===== config.mk =====
export PLATFORM = sky130hd
export DESIGN_NAME = cjk_text_ratio_detector
export DESIGN_NICKNAME = d
export VERILOG_FILES = /design/src/sv/ctrd_pkg.sv /design/src/sv/cjk_text_ratio_detector.sv
export SDC_FILE = /design/constraint.sdc
export NUM_CORES = 1
export LEC_CHECK = 0
export ABC_AREA = 1
export BUFFER_PORTS_ARGS = -buffer_cell sky130_fd_sc_hd__buf_2
export CAP_MARGIN = 20
export CORE_ASPECT_RATIO = 0.7
export CORE_MARGIN = 10
export CORE_UTILIZATION = 25
export CTS_CLUSTER_DIAMETER = 80
export CTS_CLUSTER_SIZE = 40
export DETAILED_ROUTE_END_ITERATION = 16
export GPL_TIMING_DRIVEN = 0
export PLACE_DENSITY = 0.46
export SYNTH_ARGS = -nofsm -noshare
export SYNTH_HDL_FRONTEND = slang
export SYNTH_SLANG_ARGS = --single-unit
export TNS_END_PERCENT = 20

===== constraint.sdc =====
create_clock -name aclk -period 22.8 [get_ports aclk]
set_clock_uncertainty 0.2 [all_clocks]
set_input_delay 2.28 -clock aclk [delete_from_list [all_inputs] [get_ports aclk]]
set_output_delay 2.28 -clock aclk [all_outputs]
set_load 0.01 [all_outputs]

===== src/sv/ctrd_pkg.sv =====
`timescale 1ns / 1ps
// ----------------------------------------------------------------------------
// ctrd_pkg
// Types, constants and the window scan step of the CJK text ratio detector.
// ----------------------------------------------------------------------------
package ctrd_pkg;

    localparam int COUNT_WIDTH   = 21;
    localparam int CJK_WIDTH     = 19;
    localparam int PERCENT_WIDTH = 7;
    localparam int STYLE_WIDTH   = 2;
    localparam int ADDR_WIDTH    = 4;
    localparam int DATA_WIDTH    = 32;
    localparam int PRODUCT_WIDTH = COUNT_WIDTH + PERCENT_WIDTH + 1;

    localparam logic [COUNT_WIDTH-1:0]   BYTE_LIMIT_RESET = COUNT_WIDTH'(1048576);
    localparam logic [PERCENT_WIDTH-1:0] THRESHOLD_RESET  = PERCENT_WIDTH'(50);
    localparam logic [PERCENT_WIDTH-1:0] PERCENT_SCALE    = PERCENT_WIDTH'(100);

    localparam logic [7:0] CH_QUOTE_DOUBLE = 8'h22;
    localparam logic [7:0] CH_QUOTE_SINGLE = 8'h27;
    localparam logic [7:0] CH_BACKSLASH    = 8'h5C;
    localparam logic [7:0] CH_SLASH        = 8'h2F;
    localparam logic [7:0] CH_STAR         = 8'h2A;
    localparam logic [7:0] CH_HASH         = 8'h23;
    localparam logic [7:0] CH_LESS         = 8'h3C;
    localparam logic [7:0] CH_BANG         = 8'h21;
    localparam logic [7:0] CH_DASH         = 8'h2D;
    localparam logic [7:0] CH_GREATER      = 8'h3E;
    localparam logic [7:0] CJK_LEAD_LO     = 8'hE4;
    localparam logic [7:0] CJK_LEAD_HI     = 8'hE9;
    localparam logic [7:0] CJK_SECOND_LO   = 8'hBA;
    localparam logic [7:0] CONT_LO         = 8'h80;
    localparam logic [7:0] CONT_HI         = 8'hBF;
    localparam logic [7:0] LEAD2_MASK      = 8'hE0;
    localparam logic [7:0] LEAD2_CODE      = 8'hC0;
    localparam logic [7:0] LEAD3_MASK      = 8'hF0;
    localparam logic [7:0] LEAD3_CODE      = 8'hE0;

    typedef enum logic [1:0] {
        REG_COMMENT_STYLE     = 2'd0,
        REG_BYTE_LIMIT        = 2'd1,
        REG_PERCENT_THRESHOLD = 2'd2
    } reg_index_t;

    typedef enum logic [STYLE_WIDTH-1:0] {
        STYLE_NONE = 2'd0,
        STYLE_C    = 2'd1,
        STYLE_HASH = 2'd2,
        STYLE_HTML = 2'd3
    } style_t;

    typedef enum logic [2:0] {
        MODE_CODE   = 3'd0,
        MODE_STRING = 3'd1,
        MODE_BLOCK  = 3'd2,
        MODE_LINE   = 3'd3,
        MODE_HTML   = 3'd4
    } scan_mode_t;

    // state kept between requests
    typedef struct packed {
        scan_mode_t             mode;
        logic                   quote_single;
        logic                   prev_bs;
        logic [1:0]             skip;
        logic [1:0]             html_prog;
        logic                   limit_hit;
        logic [CJK_WIDTH-1:0]   cjk;
        logic [COUNT_WIDTH-1:0] bytes;
        logic [2:0][7:0]        q;
        logic [1:0]             len;
    } scan_t;

    // working copy with room for the incoming byte
    typedef struct packed {
        scan_mode_t             mode;
        logic                   quote_single;
        logic                   prev_bs;
        logic [1:0]             skip;
        logic [1:0]             html_prog;
        logic                   limit_hit;
        logic [CJK_WIDTH-1:0]   cjk;
        logic [COUNT_WIDTH-1:0] bytes;
        logic [3:0][7:0]        q;
        logic [2:0]             len;
    } work_t;

    function automatic work_t to_work(input scan_t s);
        work_t w;
        w.mode         = s.mode;
        w.quote_single = s.quote_single;
        w.prev_bs      = s.prev_bs;
        w.skip         = s.skip;
        w.html_prog    = s.html_prog;
        w.limit_hit    = s.limit_hit;
        w.cjk          = s.cjk;
        w.bytes        = s.bytes;
        w.q            = {8'h00, s.q};
        w.len          = {1'b0, s.len};
        return w;
    endfunction

    function automatic scan_t to_scan(input work_t w);
        scan_t s;
        s.mode         = w.mode;
        s.quote_single = w.quote_single;
        s.prev_bs      = w.prev_bs;
        s.skip         = w.skip;
        s.html_prog    = w.html_prog;
        s.limit_hit    = w.limit_hit;
        s.cjk          = w.cjk;
        s.bytes        = w.bytes;
        s.q            = w.q[2:0];
        s.len          = w.len[1:0];
        return s;
    endfunction

    function automatic scan_t scan_clear();
        scan_t s;
        s.mode         = MODE_CODE;
        s.quote_single = 1'b0;
        s.prev_bs      = 1'b0;
        s.skip         = 2'd0;
        s.html_prog    = 2'd0;
        s.limit_hit    = 1'b0;
        s.cjk          = '0;
        s.bytes        = '0;
        s.q            = '0;
        s.len          = 2'd0;
        return s;
    endfunction

    // one element at the head of a non-empty window
    function automatic work_t scan_head(input work_t s, input style_t style,
                                        input logic [COUNT_WIDTH-1:0] limit);
        work_t                r;
        logic [7:0]           c;
        logic [7:0]           c1;
        logic [7:0]           c2;
        logic [7:0]           c3;
        logic [7:0]           quote;
        logic [2:0]           k;
        logic [2:0]           add;
        logic [2:0]           seq;
        logic                 cjk_hit;
        logic                 cjk_ok;
        logic                 plain;
        logic [COUNT_WIDTH:0] sum;
        r       = s;
        k       = 3'd1;
        add     = 3'd0;
        cjk_hit = 1'b0;
        plain   = 1'b0;
        c       = s.q[0];
        c1      = (s.len > 3'd1) ? s.q[1] : 8'h00;
        c2      = (s.len > 3'd2) ? s.q[2] : 8'h00;
        c3      = (s.len > 3'd3) ? s.q[3] : 8'h00;
        quote   = s.quote_single ? CH_QUOTE_SINGLE : CH_QUOTE_DOUBLE;
        if ((c & LEAD2_MASK) == LEAD2_CODE) begin
            seq = 3'd2;
        end else if ((c & LEAD3_MASK) == LEAD3_CODE) begin
            seq = 3'd3;
        end else begin
            seq = 3'd4;
        end
        cjk_ok = (s.len > 3'd2) && (c >= CJK_LEAD_LO) && (c <= CJK_LEAD_HI)
                 && ((c != CJK_LEAD_LO) || (c1 >= CJK_SECOND_LO))
                 && (c1 >= CONT_LO) && (c1 <= CONT_HI)
                 && (c2 >= CONT_LO) && (c2 <= CONT_HI);

        if (s.skip != 2'd0) begin
            r.skip = s.skip - 2'd1;
        end else if (s.mode == MODE_LINE) begin
            r.mode = MODE_LINE;
        end else if (s.mode == MODE_HTML) begin
            if (c == CH_DASH) begin
                r.html_prog = (s.html_prog != 2'd0) ? 2'd2 : 2'd1;
            end else if (c == CH_GREATER && s.html_prog == 2'd2) begin
                r.mode      = MODE_CODE;
                r.html_prog = 2'd0;
            end else begin
                r.html_prog = 2'd0;
            end
        end else if (s.limit_hit || s.bytes >= limit) begin
            r.limit_hit = 1'b1;
        end else if (s.mode == MODE_STRING) begin
            if (c == quote && !s.prev_bs) begin
                r.mode         = MODE_CODE;
                r.quote_single = 1'b0;
                add            = 3'd1;
            end else begin
                plain = 1'b1;
            end
        end else if (s.mode == MODE_BLOCK) begin
            if (s.len > 3'd1 && c == CH_STAR && c1 == CH_SLASH) begin
                r.mode = MODE_CODE;
                add    = 3'd2;
                k      = 3'd2;
            end else begin
                plain = 1'b1;
            end
        end else if ((c == CH_QUOTE_DOUBLE || c == CH_QUOTE_SINGLE) && !s.prev_bs) begin
            r.mode         = MODE_STRING;
            r.quote_single = (c == CH_QUOTE_SINGLE);
            add            = 3'd1;
        end else if (style == STYLE_C && s.len > 3'd1 && c == CH_SLASH && c1 == CH_SLASH) begin
            r.mode = MODE_LINE;
        end else if (style == STYLE_C && s.len > 3'd1 && c == CH_SLASH && c1 == CH_STAR) begin
            r.mode = MODE_BLOCK;
            add    = 3'd2;
            k      = 3'd2;
        end else if (style == STYLE_HASH && c == CH_HASH) begin
            r.mode = MODE_LINE;
        end else if (style == STYLE_HTML && s.len > 3'd3 && c == CH_LESS && c1 == CH_BANG
                     && c2 == CH_DASH && c3 == CH_DASH) begin
            r.mode      = MODE_HTML;
            r.html_prog = 2'd0;
            k           = 3'd4;
        end else if (cjk_ok) begin
            cjk_hit = 1'b1;
            add     = 3'd3;
            k       = 3'd3;
        end else begin
            plain = 1'b1;
        end

        if (plain) begin
            if (c < CONT_LO) begin
                add = 3'd1;
            end else begin
                add    = seq;
                r.skip = 2'(seq - 3'd1);
            end
        end

        sum     = {1'b0, s.bytes} + (COUNT_WIDTH + 1)'(add);
        r.bytes = sum[COUNT_WIDTH] ? '1 : sum[COUNT_WIDTH-1:0];
        if (cjk_hit && s.cjk != '1) begin
            r.cjk = s.cjk + CJK_WIDTH'(1);
        end

        case (k)
            3'd1:    r.prev_bs = (s.q[0] == CH_BACKSLASH);
            3'd2:    r.prev_bs = (s.q[1] == CH_BACKSLASH);
            3'd3:    r.prev_bs = (s.q[2] == CH_BACKSLASH);
            default: r.prev_bs = (s.q[3] == CH_BACKSLASH);
        endcase
        r.q   = s.q >> (8 * k);
        r.len = s.len - k;
        return r;
    endfunction

endpackage


===== src/sv/cjk_text_ratio_detector.sv =====
`timescale 1ns / 1ps
// ----------------------------------------------------------------------------
// cjk_text_ratio_detector
// Scans UTF-8 text for its share of CJK characters in code outside strings
// and comments, and gives a verdict with the counts at each text end.
// ----------------------------------------------------------------------------
// Usage:
//   s_* channel takes one request per byte: s_text_byte with s_line_end on the
//   last byte of a line, s_text_end to close the text (s_no_byte set when the
//   request carries only the marks). A request is taken at every cycle that
//   s_valid and s_ready are high, one per cycle sustained unless s_ready drops.
//   m_* channel gives one result per text end: m_is_chinese, m_cjk_count and
//   m_byte_count. m_valid rises once the closing request has been taken and its
//   result has moved from the compare stage into the output register: the scan
//   state updates in the accept cycle, the percentage compare (two multiplies)
//   runs in the following stage into the output register.
//   Up to three bytes of a line wait in a lookahead window; the line end
//   or the text end flushes them within the same cycle.
//   When m_ready is low the result stays in the output register, one more
//   result can wait in the compare stage, and s_ready drops only when both
//   are full, for every request whatever it carries.
//   Reset clears scan state and counters and sets comment style to none, byte
//   limit to 1048576 and threshold to 50. Registers sit on the APB port at
//   byte addresses 0, 4 and 8 and should be written only while idle.
// ----------------------------------------------------------------------------
module cjk_text_ratio_detector
    import ctrd_pkg::*;
(
    input  logic                     aclk,
    input  logic                     aresetn,

    input  logic                     psel,
    input  logic                     penable,
    input  logic                     pwrite,
    input  logic [ADDR_WIDTH-1:0]    paddr,
    input  logic [DATA_WIDTH-1:0]    pwdata,
    output logic [DATA_WIDTH-1:0]    prdata,
    output logic                     pready,

    input  logic                     s_valid,
    output logic                     s_ready,
    input  logic [7:0]               s_text_byte,
    input  logic                     s_line_end,
    input  logic                     s_text_end,
    input  logic                     s_no_byte,

    output logic                     m_valid,
    input  logic                     m_ready,
    output logic                     m_is_chinese,
    output logic [CJK_WIDTH-1:0]     m_cjk_count,
    output logic [COUNT_WIDTH-1:0]   m_byte_count
);

    style_t                   comment_style_reg;
    logic [COUNT_WIDTH-1:0]   byte_limit_reg;
    logic [PERCENT_WIDTH-1:0] percent_threshold_reg;

    scan_t                    scan_reg;
    scan_t                    scan_next;

    logic                     p1_valid_reg;
    logic [CJK_WIDTH-1:0]     p1_cjk_reg;
    logic [COUNT_WIDTH-1:0]   p1_bytes_reg;
    logic [PERCENT_WIDTH-1:0] p1_thr_reg;

    logic                     m_valid_reg;
    logic                     m_is_chinese_reg;
    logic [CJK_WIDTH-1:0]     m_cjk_count_reg;
    logic [COUNT_WIDTH-1:0]   m_byte_count_reg;

    logic                     cfg_write;
    reg_index_t               cfg_index;
    logic                     accept;
    logic                     out_free;
    logic                     p1_free;
    work_t                    work;
    logic [PERCENT_WIDTH:0]   thr_plus;
    logic [PRODUCT_WIDTH-1:0] lhs;
    logic [PRODUCT_WIDTH-1:0] rhs;
    logic                     verdict;

    // configuration port
    assign pready    = 1'b1;
    assign cfg_write = psel && penable && pwrite && pready;
    assign cfg_index = reg_index_t'(paddr[ADDR_WIDTH-1:2]);

    always_ff @(posedge aclk) begin
        if (!aresetn) begin
            comment_style_reg     <= STYLE_NONE;
            byte_limit_reg        <= BYTE_LIMIT_RESET;
            percent_threshold_reg <= THRESHOLD_RESET;
        end else if (cfg_write) begin
            unique case (cfg_index)
                REG_COMMENT_STYLE:     comment_style_reg     <= style_t'(pwdata[STYLE_WIDTH-1:0]);
                REG_BYTE_LIMIT:        byte_limit_reg        <= pwdata[COUNT_WIDTH-1:0];
                REG_PERCENT_THRESHOLD: percent_threshold_reg <= pwdata[PERCENT_WIDTH-1:0];
                default: ;
            endcase
        end
    end

    always_comb begin
        unique case (cfg_index)
            REG_COMMENT_STYLE:     prdata = DATA_WIDTH'(comment_style_reg);
            REG_BYTE_LIMIT:        prdata = DATA_WIDTH'(byte_limit_reg);
            REG_PERCENT_THRESHOLD: prdata = DATA_WIDTH'(percent_threshold_reg);
            default:               prdata = '0;
        endcase
    end

    // handshake
    assign out_free = !m_valid_reg || m_ready;
    assign p1_free  = !p1_valid_reg || out_free;
    assign s_ready  = p1_free;
    assign accept   = s_valid && s_ready;

    // scan step: push the byte unless s_no_byte, then flush the window on a line or text end
    always_comb begin
        work = to_work(scan_reg);
        if (!s_no_byte) begin
            work.q[work.len[1:0]] = s_text_byte;
            work.len              = work.len + 3'd1;
            if (work.len == 3'd4) begin
                work = scan_head(work, comment_style_reg, byte_limit_reg);
            end
        end
        if (s_line_end || s_text_end) begin
            for (int i = 0; i < 3; i++) begin
                if (work.len != 3'd0) begin
                    work = scan_head(work, comment_style_reg, byte_limit_reg);
                end
            end
            work.prev_bs   = 1'b0;
            work.skip      = 2'd0;
            work.html_prog = 2'd0;
            if (work.mode == MODE_LINE || work.mode == MODE_HTML) begin
                work.mode = MODE_CODE;
            end
        end
        scan_next = s_text_end ? scan_clear() : to_scan(work);
    end

    always_ff @(posedge aclk) begin
        if (!aresetn) begin
            scan_reg <= scan_clear();
        end else if (accept) begin
            scan_reg <= scan_next;
        end
    end

    // compare stage
    always_ff @(posedge aclk) begin
        if (!aresetn) begin
            p1_valid_reg <= 1'b0;
        end else if (accept && s_text_end) begin
            p1_valid_reg <= 1'b1;
        end else if (out_free) begin
            p1_valid_reg <= 1'b0;
        end
    end

    always_ff @(posedge aclk) begin
        if (accept && s_text_end) begin
            p1_cjk_reg   <= work.cjk;
            p1_bytes_reg <= work.bytes;
            p1_thr_reg   <= percent_threshold_reg;
        end
    end

    assign thr_plus = {1'b0, p1_thr_reg} + (PERCENT_WIDTH + 1)'(1);
    assign lhs      = PRODUCT_WIDTH'(p1_cjk_reg) * PRODUCT_WIDTH'(PERCENT_SCALE);
    assign rhs      = PRODUCT_WIDTH'(thr_plus) * PRODUCT_WIDTH'(p1_bytes_reg);
    assign verdict  = (p1_bytes_reg != '0) && (lhs >= rhs);

    // output register
    always_ff @(posedge aclk) begin
        if (!aresetn) begin
            m_valid_reg <= 1'b0;
        end else if (out_free) begin
            m_valid_reg <= p1_valid_reg;
        end
    end

    always_ff @(posedge aclk) begin
        if (out_free && p1_valid_reg) begin
            m_is_chinese_reg <= verdict;
            m_cjk_count_reg  <= p1_cjk_reg;
            m_byte_count_reg <= p1_bytes_reg;
        end
    end

    assign m_valid      = m_valid_reg;
    assign m_is_chinese = m_is_chinese_reg;
    assign m_cjk_count  = m_cjk_count_reg;
    assign m_byte_count = m_byte_count_reg;

`ifndef SYNTHESIS
    a_text_end_clears: assert property (@(posedge aclk) disable iff (!aresetn)
        accept && s_text_end |=> scan_reg.len == 2'd0 && scan_reg.bytes == '0
                                 && scan_reg.cjk == '0 && !scan_reg.limit_hit)
        else $error("scan state not cleared after text end");

    a_line_end_flushes: assert property (@(posedge aclk) disable iff (!aresetn)
        accept && s_line_end |=> scan_reg.len == 2'd0 && !scan_reg.prev_bs
                                 && scan_reg.skip == 2'd0 && scan_reg.mode != MODE_LINE
                                 && scan_reg.mode != MODE_HTML)
        else $error("lookahead window not flushed at line end");

    a_stage_holds: assert property (@(posedge aclk) disable iff (!aresetn)
        p1_valid_reg && !out_free |=> p1_valid_reg && $stable(p1_bytes_reg)
                                      && $stable(p1_cjk_reg))
        else $error("compare stage lost a result under stall");

    a_verdict_needs_bytes: assert property (@(posedge aclk) disable iff (!aresetn)
        m_valid_reg && m_is_chinese_reg |-> m_byte_count_reg != '0)
        else $error("positive verdict on empty text");

    a_no_accept_when_full: assert property (@(posedge aclk) disable iff (!aresetn)
        p1_valid_reg && m_valid_reg && !m_ready |-> !s_ready)
        else $error("request taken while both result stages are full");
`endif

endmodule

==> flow_summary.json <==
{
  "io_pins": 130,
  "ff_latch_area_sq_mm": 0.00480,
  "largest_reg_flops": 76,
  "worst_pin_slew_ns": 1.18,
  "yosys_warnings": 0,
  "hold_viol": 0,
  "antenna_found_initial": 10,
  "drv_cap": 0,
  "drc": 0,
  "crit_path_start_kind": "input port",
  "vdd_drop_max_uv": 61.6,
  "leakage_nw": 14.0,
  "grt_pass1_vias": 24200,
  "setup_violations": 0,
  "cpMaxStageDelayCell": "nor3_1",
  "die_y_um": 294,
  "place_congestion": 0.964,
  "via_count": 26900,
  "slew-limit-headroom_pct": 20.8,
  "viasPerCell": 4.83,
  "period_needed_ns": 21.41,
  "grt-ovfl-total": 0,
  "rsz0062_at_grt": "false",
  "dp_hpwl_um": 96100,
  "power-per-cell-area_mw_per_mm2": 79.2,
  "drt_wl_total_um": 113000,
  "setup_tns_ns": 0,
  "multiInputGateArea_sq_mm": 0.0187,
  "final_util_pct": 28.0,
  "firstDrtPassIters": 6,
  "crit_type": "in2reg",
  "drt-initial-drc-count": 2802,
  "final_cell_mix": "nand2_1, inv_1, nor2_1",
  "path_clk_slew_ns": 0.09,
  "cts_max_level": 4,
  "slowest_delay_ns": 0.78,
  "synth_cells": 3977,
  "synth_area_sq_mm": 0.0267,
  "cts.path.max_buffers": 2,
  "synthArstFlopShare_pct": 0,
  "fmax_ghz": 0.0467,
  "placement_rows": 100,
  "yosys_register_bits": 196,
  "avgRoutedWirePerCell_um": 20.3,
  "synth_edf_count": 88,
  "cts_num_sinks": 196,
  "final_antenna_net_count": 0,
  "cts_resized": 0,
  "worstSetupEndpointType": "flop",
  "layout_commonest_cell": "nand2_1",
  "placed_area_sq_mm": 0.0291,
  "fin_area_sq_mm": 0.0298,
  "cts_root_buffer": "clkbuf_16",
  "drive_gt1_share_pct": 10.1,
  "cts_tree": "built",
  "synth_ff_type": "dfxtp_1",
  "grt_usage_pct": 18.2,
  "required_ns": 23.07,
  "insertion_delay_ns": 0.54,
  "coreArea_sq_mm": 0.106,
  "yosysUniqueCellTypes": 81,
  "postCtsSetupBuffers": 0,
  "outcome": "completed",
  "initial_core_util_pct": 25.1,
  "min_path_type": "reg2reg",
  "dieArea_sq_mm": 0.121,
  "hold_buffers": 0,
  "slew_violations": 0,
  "area_growth_syn_to_layout_pct": 11.5,
  "avgSynthCellArea_sq_um": 6.72,
  "synth-seq-area-share_pct": 18.0,
  "cp_max_fo": 10,
  "grt_max_degree": 30,
  "die-width_um": 411,
  "arrival_ns": 21.69,
  "fin_crit_sh_pct": 93.9,
  "numCtsBuffers": 17,
  "fin_nets": 4547,
  "fill_cells": 11900,
  "grt_pass1_wl_um": 165000,
  "place.port_buffers": 104
}
[kinds of logic after synthesis]
kind of cell | share of synthesized area (%)
AOI/OAI and AO/OA | 13.2
xor gates and xnor gates | 3.05
adders and majority gates | 21.6
buffers and inverters | 12.4
DFF | 18.0
other | 0.0281
and+or+nand+nor | 31.8
[synthesized netlist by cell type (all sizes together), types with 4 or more instances]
cell type,number,area share [%]
nor4,31,0.78
clkbuf,58,0.94
nor3,75,1.6
fa,135,10
or2,13,0.30
a22oi,9,0.29
nand2,994,15
a211oi,13,0.37
buf,45,1.4
o22ai,7,0.16
ha,245,11
xnor2,28,0.92
o31ai,5,0.14
edfxtp,88,9.9
nor2,454,7.0
a31oi,15,0.35
nand3b,9,0.27
inv,684,9.6
o21a,8,0.23
o2111ai,9,0.30
o21ai,196,3.7
dfxtp,108,8.1
nand4,81,2.0
clkinv,11,0.15
xor2,65,2.1
o311ai,4,0.13
a21o,4,0.11
o211ai,34,0.96
o21bai,8,0.22
nand3,232,4.9
a21oi,261,5.1
a221oi,6,0.20
[layout make-up]
cell class	count	area share, %
multi-input cells	2988	62.8
flip-flops and latches	196	16.1
inverters	695	8.77
well taps	1428	6.00
plain buffers	109	2.32
repair buffers	106	1.88
clock buffers	17	1.43
clock inverters	15	0.643
diodes	2	0.0168
[power breakdown]
part / internal, mW / switching [mW]
Clock: 0.150 / 0.179
Sequential: 0.387 / 0.0296
Combinational: 0.564 / 1.05
Total: 1.10 / 1.26
[path summary, 6_finish.rpt]
check	cells after the start	slack [ns]	endpoint	startpoint
worst min-delay path	2	0.28	scan_reg[63]$_SDFFE_PN0P_	scan_reg[63]$_SDFFE_PN0P_
worst min register to register	2	0.28	scan_reg[63]$_SDFFE_PN0P_	scan_reg[63]$_SDFFE_PN0P_
worst max register to register	111	2.34	scan_reg[44]$_SDFFE_PN0P_	scan_reg[1]$_SDFFE_PN0P_
worst max-delay path	110	1.39	scan_reg[44]$_SDFFE_PN0P_	s_text_byte[7]
[metal layers]
| layer | GRT usage (%) | part of all wire (%) | wire (um) |
|---|---|---|---|
| met2 | 23.9 | 38 | 42300 |
| met4 | 2.81 | 0.92 | 1040 |
| met3 | 2.73 | 7.1 | 7970 |
| met5 | 0 | 0.012 | 13 |
| met1 | 30.3 | 54 | 61500 |
[metrics by stage]
stage	hold slack, ns	setup slack [ns]	instances	power [mW]
3_5_place_dp	0.250	0.0813	5522	2.02
2_1_floorplan	0.224	5.99	3988	1.55
4_1_cts	0.273	0.601	5554	2.36
5_1_grt	0.289	0.0141	5554	2.61
3_3_place_gp	0.250	0.0392	5520	2.01
6_report	0.275	1.39	5556	2.36
[worst max-delay path, delay by kind of cell]
| kind | cells | cell delay [ns] |
|---|---|---|
| buffers and inverters | 19 | 2.30 |
| xor gates and xnor gates | 1 | 0.18 |
| AOI/OAI and AO/OA | 25 | 4.96 |
| adders and majority gates | 8 | 2.49 |
| and+or+nand+nor | 57 | 9.43 |
No activity file was read; power rests on OpenSTA's default activity.
